`src/sv/bvwm_pkg.sv`:
```
// Package for the battery voltage window monitor: types, codes and constants.
`timescale 1ns / 1ps
`default_nettype none
package bvwm_pkg;

  // Counter limits and recovery confirm load
  localparam logic [15:0] AGE_MAX       = 16'd60000;
  localparam logic [7:0]  LOW_MAX       = 8'd250;
  localparam logic [4:0]  CONFIRM_TICKS = 5'd30;

  // Widths of the stream payloads
  localparam int unsigned IN_TDATA_W  = 16;
  localparam int unsigned OUT_TDATA_W = 8;
  localparam int unsigned CFG_IDX_W   = 3;
  localparam int unsigned CFG_DATA_W  = 16;

  // Configuration register indexes
  typedef enum logic [CFG_IDX_W-1:0] {
    REG_CUTOFF_LOW     = 3'd0,
    REG_AMP_CUT_LOW    = 3'd1,
    REG_FAULT_LOW      = 3'd2,
    REG_RECOVER_LOW    = 3'd3,
    REG_RECOVER_HIGH   = 3'd4,
    REG_FAULT_HIGH     = 3'd5,
    REG_MUTE_DELAY     = 3'd6,
    REG_SHUTDOWN_DELAY = 3'd7
  } reg_idx_e;

  // Voltage bands, in the order they are tested
  typedef enum logic [2:0] {
    BAND_TOO_LOW   = 3'd0,
    BAND_LOW_HYST  = 3'd1,
    BAND_GOOD      = 3'd2,
    BAND_HIGH_HYST = 3'd3,
    BAND_TOO_HIGH  = 3'd4
  } band_e;

  // Mute request codes
  typedef enum logic [1:0] {
    MUTE_NONE    = 2'd0,
    MUTE_REQUEST = 2'd1,
    MUTE_RELEASE = 2'd2
  } mute_e;

  typedef struct packed {
    logic [7:0]  cutoff_low;
    logic [7:0]  amp_cut_low;
    logic [7:0]  fault_low;
    logic [7:0]  recover_low;
    logic [7:0]  recover_high;
    logic [7:0]  fault_high;
    logic [7:0]  mute_delay;
    logic [15:0] shutdown_delay;
  } cfg_t;

  // Input item, first field in the highest bits
  typedef struct packed {
    logic       clear_need_reset;
    logic       normal_run;
    logic [7:0] sample;
  } item_t;

  // Classifier result for one sample
  typedef struct packed {
    band_e band;
    logic  below_amp_cut;
    logic  below_cutoff;
  } band_info_t;

  // Result item, first field in the highest bits
  typedef struct packed {
    logic  power_off_request;
    logic  emergency_off;
    logic  backlight_off;
    logic  amp_power_cut;
    mute_e mute_action;
    logic  need_reset;
    logic  power_error;
  } result_t;

endpackage
`default_nettype wire

```
`src/sv/bvwm_band.sv`:
```
// Sample classifier: sorts one sample into its voltage band.
`timescale 1ns / 1ps
`default_nettype none
module bvwm_band (
  input  wire logic [7:0]          sample_i,
  input  wire bvwm_pkg::cfg_t      cfg_i,
  output bvwm_pkg::band_info_t     info_o
);

  // Thresholds are tested strictly in order; no ordering is assumed
  always_comb begin
    if (sample_i < cfg_i.fault_low) begin
      info_o.band = bvwm_pkg::BAND_TOO_LOW;
    end else if (sample_i < cfg_i.recover_low) begin
      info_o.band = bvwm_pkg::BAND_LOW_HYST;
    end else if (sample_i < cfg_i.recover_high) begin
      info_o.band = bvwm_pkg::BAND_GOOD;
    end else if (sample_i < cfg_i.fault_high) begin
      info_o.band = bvwm_pkg::BAND_HIGH_HYST;
    end else begin
      info_o.band = bvwm_pkg::BAND_TOO_HIGH;
    end
    info_o.below_amp_cut = (sample_i < cfg_i.amp_cut_low);
    info_o.below_cutoff  = (sample_i < cfg_i.cutoff_low);
  end

endmodule
`default_nettype wire

```
`src/sv/bvwm_core.sv`:
```
// Monitor state (timers, flags) and the per-sample update and request logic.
`timescale 1ns / 1ps
`default_nettype none
module bvwm_core (
  input  wire logic                 clk_i,
  input  wire logic                 rst_ni,
  input  wire logic                 step_i,
  input  wire bvwm_pkg::item_t      item_i,
  input  wire bvwm_pkg::cfg_t       cfg_i,
  input  wire bvwm_pkg::band_info_t info_i,
  output bvwm_pkg::result_t         result_o
);

  logic [15:0] fault_age_q, fault_age_d;
  logic [7:0]  low_count_q, low_count_d;
  logic [4:0]  confirm_count_q, confirm_count_d;
  logic        error_flag_q, error_flag_d;
  logic        reset_flag_q, reset_flag_d;

  logic [15:0] age_inc;
  logic [7:0]  low_inc;
  logic [4:0]  conf_dec;
  logic        rflag_pre;
  logic        emerg;

  // Counters step before the band decision
  assign age_inc   = (fault_age_q < bvwm_pkg::AGE_MAX) ? fault_age_q + 16'd1 : fault_age_q;
  assign low_inc   = (low_count_q < bvwm_pkg::LOW_MAX) ? low_count_q + 8'd1 : low_count_q;
  assign conf_dec  = (confirm_count_q != 5'd0) ? confirm_count_q - 5'd1 : 5'd0;
  assign rflag_pre = reset_flag_q & ~item_i.clear_need_reset;

  // Band actions
  always_comb begin
    fault_age_d     = 16'd0;
    low_count_d     = 8'd0;
    confirm_count_d = bvwm_pkg::CONFIRM_TICKS;
    error_flag_d    = error_flag_q;
    reset_flag_d    = rflag_pre;
    emerg           = 1'b0;
    result_o        = '0;
    result_o.mute_action = bvwm_pkg::MUTE_NONE;

    case (info_i.band)
      bvwm_pkg::BAND_TOO_LOW: begin
        error_flag_d = 1'b1;
        fault_age_d  = age_inc;
        low_count_d  = low_inc;
        if (low_inc > cfg_i.mute_delay) begin
          result_o.mute_action = bvwm_pkg::MUTE_REQUEST;
        end
        // Amp cut and the cutoff emergency held off while a reset is pending
        if (info_i.below_amp_cut && !rflag_pre) begin
          result_o.amp_power_cut = 1'b1;
          emerg = info_i.below_cutoff;
        end
        result_o.power_off_request = item_i.normal_run && (age_inc >= cfg_i.shutdown_delay);
      end
      bvwm_pkg::BAND_GOOD: begin
        confirm_count_d = conf_dec;
        if (conf_dec == 5'd0) begin
          error_flag_d         = 1'b0;
          result_o.mute_action = bvwm_pkg::MUTE_RELEASE;
        end
      end
      bvwm_pkg::BAND_TOO_HIGH: begin
        fault_age_d            = age_inc;
        result_o.mute_action   = bvwm_pkg::MUTE_REQUEST;
        result_o.backlight_off = 1'b1;
        emerg                  = 1'b1;
      end
      default: begin
        // both hysteresis bands: reload confirm, clear timers
      end
    endcase

    // Emergency power down always posts a power-off and latches the flags
    if (emerg) begin
      error_flag_d               = 1'b1;
      reset_flag_d               = 1'b1;
      result_o.power_off_request = 1'b1;
    end
    result_o.emergency_off = emerg;
    result_o.power_error   = error_flag_d;
    result_o.need_reset    = reset_flag_d;
  end

  // State registers, updated once per processed transaction
  always_ff @(posedge clk_i or negedge rst_ni) begin
    if (!rst_ni) begin
      fault_age_q     <= '0;
      low_count_q     <= '0;
      confirm_count_q <= '0;
      error_flag_q    <= 1'b0;
      reset_flag_q    <= 1'b0;
    end else if (step_i) begin
      fault_age_q     <= fault_age_d;
      low_count_q     <= low_count_d;
      confirm_count_q <= confirm_count_d;
      error_flag_q    <= error_flag_d;
      reset_flag_q    <= reset_flag_d;
    end
  end

endmodule
`default_nettype wire

```
`src/sv/battery_voltage_window_monitor_unit.sv`:
```
// Battery voltage window monitor: top level with config, input and result registers.
// An accepted input is held in the input register, and its result then in the result register.
// Throughput: one sample per cycle while the output is not stalled, set by the band and counter
// update between the input register and the result register.
// Input is still accepted while a result waits on a stalled output, if the input register is empty.
// Reset: state, flags and pipeline valid bits clear; config registers return to defaults.
`timescale 1ns / 1ps
`default_nettype none
module battery_voltage_window_monitor_unit (
  input  wire logic                               clk_i,
  input  wire logic                               rst_ni,
  // Config write port
  input  wire logic                               cfg_we_i,
  input  wire logic [bvwm_pkg::CFG_IDX_W-1:0]     cfg_addr_i,
  input  wire logic [bvwm_pkg::CFG_DATA_W-1:0]    cfg_wdata_i,
  // Sample stream
  input  wire logic                               s_axis_tvalid,
  output logic                                    s_axis_tready,
  // [7:0] sample, [8] normal_run, [9] clear_need_reset, [15:10] zero
  input  wire logic [bvwm_pkg::IN_TDATA_W-1:0]    s_axis_tdata,
  // Result stream
  output logic                                    m_axis_tvalid,
  input  wire logic                               m_axis_tready,
  // [0] power_error, [1] need_reset, [3:2] mute_action, [4] amp_power_cut,
  // [5] backlight_off, [6] emergency_off, [7] power_off_request
  output logic [bvwm_pkg::OUT_TDATA_W-1:0]        m_axis_tdata
);

  bvwm_pkg::cfg_t       cfg_q;
  bvwm_pkg::item_t      s1_item_q;
  logic                 s1_valid_q;
  bvwm_pkg::band_info_t band_info;
  bvwm_pkg::result_t    result;
  bvwm_pkg::result_t    out_data_q;
  logic                 out_valid_q;
  logic                 advance;
  logic                 in_fire;

  // Handshake: stage 1 moves on when the result register is free or draining
  assign advance       = s1_valid_q && (!out_valid_q || m_axis_tready);
  assign s_axis_tready = !s1_valid_q || advance;
  assign in_fire       = s_axis_tvalid && s_axis_tready;

  // Config registers
  always_ff @(posedge clk_i or negedge rst_ni) begin
    if (!rst_ni) begin
      cfg_q.cutoff_low     <= 8'd60;
      cfg_q.amp_cut_low    <= 8'd72;
      cfg_q.fault_low      <= 8'd108;
      cfg_q.recover_low    <= 8'd120;
      cfg_q.recover_high   <= 8'd200;
      cfg_q.fault_high     <= 8'd215;
      cfg_q.mute_delay     <= 8'd41;
      cfg_q.shutdown_delay <= 16'd500;
    end else if (cfg_we_i) begin
      unique case (bvwm_pkg::reg_idx_e'(cfg_addr_i))
        bvwm_pkg::REG_CUTOFF_LOW:     cfg_q.cutoff_low     <= cfg_wdata_i[7:0];
        bvwm_pkg::REG_AMP_CUT_LOW:    cfg_q.amp_cut_low    <= cfg_wdata_i[7:0];
        bvwm_pkg::REG_FAULT_LOW:      cfg_q.fault_low      <= cfg_wdata_i[7:0];
        bvwm_pkg::REG_RECOVER_LOW:    cfg_q.recover_low    <= cfg_wdata_i[7:0];
        bvwm_pkg::REG_RECOVER_HIGH:   cfg_q.recover_high   <= cfg_wdata_i[7:0];
        bvwm_pkg::REG_FAULT_HIGH:     cfg_q.fault_high     <= cfg_wdata_i[7:0];
        bvwm_pkg::REG_MUTE_DELAY:     cfg_q.mute_delay     <= cfg_wdata_i[7:0];
        bvwm_pkg::REG_SHUTDOWN_DELAY: cfg_q.shutdown_delay <= cfg_wdata_i;
        default: begin
        end
      endcase
    end
  end

  // Input register
  always_ff @(posedge clk_i or negedge rst_ni) begin
    if (!rst_ni) begin
      s1_valid_q <= 1'b0;
    end else if (s_axis_tready) begin
      s1_valid_q <= s_axis_tvalid;
    end
  end

  always_ff @(posedge clk_i) begin
    if (in_fire) begin
      s1_item_q <= bvwm_pkg::item_t'(s_axis_tdata[$bits(bvwm_pkg::item_t)-1:0]);
    end
  end

  // Classify and update
  bvwm_band u_band (
    .sample_i (s1_item_q.sample),
    .cfg_i    (cfg_q),
    .info_o   (band_info)
  );

  bvwm_core u_core (
    .clk_i    (clk_i),
    .rst_ni   (rst_ni),
    .step_i   (advance),
    .item_i   (s1_item_q),
    .cfg_i    (cfg_q),
    .info_i   (band_info),
    .result_o (result)
  );

  // Result register
  always_ff @(posedge clk_i or negedge rst_ni) begin
    if (!rst_ni) begin
      out_valid_q <= 1'b0;
    end else if (advance) begin
      out_valid_q <= 1'b1;
    end else if (m_axis_tready) begin
      out_valid_q <= 1'b0;
    end
  end

  always_ff @(posedge clk_i) begin
    if (advance) begin
      out_data_q <= result;
    end
  end

  assign m_axis_tvalid = out_valid_q;
  assign m_axis_tdata  = out_data_q;

  // Checks
  a_emerg_posts_off: assert property (@(posedge clk_i) disable iff (!rst_ni)
    (out_valid_q && out_data_q.emergency_off) |->
      (out_data_q.power_off_request && out_data_q.need_reset && out_data_q.power_error))
    else $error("emergency_off without power-off request and latched flags");

  a_mute_code: assert property (@(posedge clk_i) disable iff (!rst_ni)
    out_valid_q |-> (out_data_q.mute_action == bvwm_pkg::MUTE_NONE ||
                     out_data_q.mute_action == bvwm_pkg::MUTE_REQUEST ||
                     out_data_q.mute_action == bvwm_pkg::MUTE_RELEASE))
    else $error("mute_action holds an unused code");

  a_backlight_emerg: assert property (@(posedge clk_i) disable iff (!rst_ni)
    (out_valid_q && out_data_q.backlight_off) |->
      (out_data_q.emergency_off && out_data_q.mute_action == bvwm_pkg::MUTE_REQUEST))
    else $error("backlight_off without emergency shutdown and mute");

  a_stall_only_full: assert property (@(posedge clk_i) disable iff (!rst_ni)
    !s_axis_tready |-> (s1_valid_q && out_valid_q && !m_axis_tready))
    else $error("input stalled while pipeline has room");

endmodule
`default_nettype wire

```
`config.mk`:
```
export PLATFORM = sky130hd
export DESIGN_NAME = battery_voltage_window_monitor_unit
export DESIGN_NICKNAME = d
export VERILOG_FILES = /design/src/sv/bvwm_pkg.sv /design/src/sv/bvwm_band.sv /design/src/sv/bvwm_core.sv /design/src/sv/battery_voltage_window_monitor_unit.sv
export SDC_FILE = /design/constraint.sdc
export NUM_CORES = 1
export LEC_CHECK = 0
export ABC_AREA = 0
export BUFFER_PORTS_ARGS = -buffer_cell sky130_fd_sc_hd__buf_2
export CORE_UTILIZATION = 35
export DETAILED_ROUTE_END_ITERATION = 8
export HOLD_SLACK_MARGIN = 0.12
export PLACE_DENSITY = 0.5
export SLEW_MARGIN = 10
export SYNTH_ARGS = -nofsm -noshare
export SYNTH_HDL_FRONTEND = slang
export SYNTH_SLANG_ARGS = --single-unit
export TNS_END_PERCENT = 100
```
`constraint.sdc`:
```
create_clock -name clk_i -period 2.7 [get_ports clk_i]
set_input_delay 0.405 -clock clk_i [delete_from_list [all_inputs] [get_ports clk_i]]
set_output_delay 0.405 -clock clk_i [all_outputs]
set_load 0.01 [all_outputs]
```
==> flow_metrics.env <==
export IMPL_status="complete, but fails checks"
export IMPL_failed_checks="negative setup slack"
export IMPL_num_vias=5788
export IMPL_setup_violations=1
export IMPL_fin_worst_skew_ns=0.01314
export IMPL_crit_type="reg2reg"
export IMPL_grt_usage_pct=18.32
export IMPL_placed_cells=1077
export IMPL_antenna_found_initial=0
export IMPL_yosysWarnings=0
export IMPL_diodes=0
export IMPL_crit_required_ns=2.86
export IMPL_synth_top_area_cell="dfrtp_1"
export IMPL_synthArstFlopShare_pct=85.37
export IMPL_post_route_period_util_pct=100.1
export IMPL_hold_start="s_axis_tdata[7]"
export IMPL_fin_nets=946
export IMPL_grt_first_pass_wirelength_um=30070
export IMPL_whs_ns=0.1555
export IMPL_fmax_ghz=0.3700
export IMPL_ys_seq_elements=123
export IMPL_ys_flop_type="dfrtp_1"
export IMPL_dpl_hpwl_um=13140
export IMPL_ant_nets=0
export IMPL_rsz0062_at_grt="yes"
export IMPL_critPathLaunchType="flop"
export IMPL_netlist_area_um2=7229
export IMPL_hold_class="in2reg"
export IMPL_htreeDepth=4
export IMPL_critical_path_startpoint="u_core.fault_age_q[5]$_DFFE_PN0P_"
export IMPL_ioPinCount=50
export IMPL_reg2reg_to="m_axis_tdata[7]$_SDFFCE_PP1P_"
export IMPL_cts_tree="built"
export IMPL_grt_pass1_vias=5724
export IMPL_pre_cts_slack_ns=-0.2156
export IMPL_synth_edf_count=18
export IMPL_synth_distinct_cells=63
export IMPL_die_area_um2=21230
export IMPL_post_drt_wl_per_cell_um=16.54
export IMPL_setup_tns_ns=-0.002689
export IMPL_fp_dieW_um=145.7
export IMPL_hold_end="s1_item_q[7]$_DFFE_PP_"
export IMPL_cp_arrival_ns=2.86
export IMPL_synthCells=720
export IMPL_layoutNonFillerInstCount=1120
export IMPL_start_util_pct=35.73
export IMPL_cts_clk_slew_worst_paths_ns=0.06
export IMPL_regToRegStartpoint="u_core.fault_age_q[5]$_DFFE_PN0P_"
export IMPL_coreArea_um2=20230
export IMPL_area_growth_pct=25.42
export IMPL_synth_nets=829
export IMPL_synth_top_area_share_pct=25.27
export IMPL_power_leakage_nw=4.194
export IMPL_hold_path_depth=1
export IMPL_cp_max_fo=3
export IMPL_drt_iter0_markers=280
export IMPL_grt_max_degree=58
export IMPL_slew_violations=0
export IMPL_synth_area_leaders="dfrtp_1 (25%), ha_1 (12%), dfstp_2 (12%), edfxtp_1 (7.5%), mux2_2 (7.2%)"
export IMPL_globalplace_congestion=0.8074
export IMPL_final_cell_mix="inv_1 (85), buf_4 (77), dfrtp_1 (71)"
export IMPL_drive_above_1_share_pct=31.88
export IMPL_min_period_ns=2.703
export IMPL_maxCapViolations=0
export IMPL_drt_total_wl_um=18530
export IMPL_drt_first_pass_iters=6
export IMPL_port_buffers=43
export IMPL_clk_latency_ns=0.42
export IMPL_hold_violations=0
export IMPL_row_count=52
export IMPL_root_buffer="clkbuf_16"
export IMPL_critPathCaptureType="flop"
export IMPL_worstRegToRegCells=13
export IMPL_clockBufferDepth=2
export IMPL_numCtsBuffers=17
export IMPL_peakVddDrop_uv=493.0
export IMPL_cts_sinks=123
export IMPL_drc=0
export IMPL_p_per_area_nw_per_um2=757.0
export IMPL_via_per_inst=5.168
export IMPL_timing_final_ws_setup_ns=-0.002689
export IMPL_slew_headroom_pct=34.11
export IMPL_ys_seq_area_share_pct=44.38
export IMPL_final_common_cell="inv_1"
export IMPL_tightest_slew_ns=0.9854
export IMPL_die_y_um=145.7
export IMPL_avgSynthCellArea_um2=10.04
export IMPL_rrSetupSlack_ns=-0.003
export IMPL_grt_ovfl_total=0
==> cell families after synthesis <==
logic type               share of synthesized area, %
AO/OA/AOI/OAI                                   16.44
AND/OR/NAND/NOR                                 12.22
flip-flops                                      44.38
buffers and inverters                           5.902
adder cells (fa/ha/maj)                         11.94
multiplexers                                    7.304
XOR/XNOR                                        1.817
==> stage by stage <==
step / area (µm²) / utilization (%) / power (mW)
floorplan: 7229 / - / 3.764
global placement: 8220 / 40.63 / 4.372
detailed placement: 8220 / 40.63 / 4.450
CTS: 8838 / 43.68 / 6.803
global route: 9067 / 44.81 / 7.317
finish: 9067 / 44.81 / 6.864
==> state kept, by name, indices dropped and copies added (netlist names) <==
signal	flops
cfg_q	72
s1_valid_q	1
s1_item_q	10
m_axis_tdata	8
u_core.low_count_q	8
u_core.confirm_count_q	5
u_core.error_flag_q	1
m_axis_tvalid	1
u_core.reset_flag_q	1
u_core.fault_age_q	16
==> worst max-delay path, cell delays in order (launching register included) <==
cell and delay [ns]:
dfrtp_1 0.40, a211oi_2 0.30, o311ai_4 0.15, a211oi_2 0.27
buf_4 0.16, nor2_2 0.04, nand2b_4 0.14, ha_4 0.23
a21o_1 0.15, a21o_1 0.16, a21oi_2 0.14, o21ai_2 0.09
a21oi_2 0.12, o21ai_1 0.07
==> per-layer routing <==
metal	track usage, %	share of wire [%]	wire (µm)
met1	24.62	48	8826
met2	29.55	47	8707
met3	3.354	3.6	676
met4	6.474	1.7	320
met5	0	0	0
==> repair_timing <==
| action | in CTS | in global routing |
|---|---|---|
| pin swaps | 3 | 23 |
| endpoints found under the hold margin | 24 | 0 |
| hold buffers | 1 | 0 |
| endpoints found under the setup margin | 12 | 8 |
| gates resized for setup | 4 | 34 |
| buffers inserted | 0 | 10 |
==> cell type report <==
class	instances	area [µm²]
clock buffers	18	429.2
flip-flops and latches	123	3211
multi-input cells	486	3756
clock inverters	14	162.7
fillers	1958	11170
well taps	270	337.8
inverters	85	319.1
repair buffers	124	852.1
==> where the power goes <==
group / switching, mW / total, mW / internal, mW
clock: 0.925 / 2.30 / 1.38
combinational: 1.14 / 2.06 / 0.926
sequential: 0.188 / 2.50 / 2.31
==> synthesized netlist by cell type (2+ instances only) <==
library cell and n:
xnor2_1 13, a22o_1 2, nor3_1 6, o21a_1 3, nand3_1 19, a41o_1 3, nand2b_1 14, o31a_1 3
nor2_1 26, a311oi_1 2, a2111oi_2 2, nand4_1 12, o31ai_1 6, buf_2 8, a21oi_1 30, mux2_2 46
dfstp_2 32, nand3b_1 2, clkbuf_1 17, nand2_1 72, and2_1 2, inv_1 85, dfrtp_1 73, a21boi_0 2
o211ai_1 4, nor2b_1 3, a211oi_2 2, o22ai_1 6, o21ai_1 2, edfxtp_1 18, a221oi_1 7, o21ai_0 57
nor3b_1 2, a211oi_1 6, a211o_1 2, a31oi_1 5, nand4b_1 3, o2111ai_1 4, a21o_1 20, ha_1 69
xor2_1 2, and3_1 7
==> worst max-delay path by stage <==
stage / end / depth (start not counted)
floorplan: m_axis_tdata[7]$_SDFFCE_PP1P_ / 12
global placement: m_axis_tdata[7]$_SDFFCE_PP1P_ / 13
detailed placement: m_axis_tdata[7]$_SDFFCE_PP1P_ / 13
CTS: m_axis_tdata[7]$_SDFFCE_PP1P_ / 13
global route: m_axis_tdata[7]$_SDFFCE_PP1P_ / 13
finish: m_axis_tdata[7]$_SDFFCE_PP1P_ / 13
Note: power is estimated with default switching activity, not from simulation.
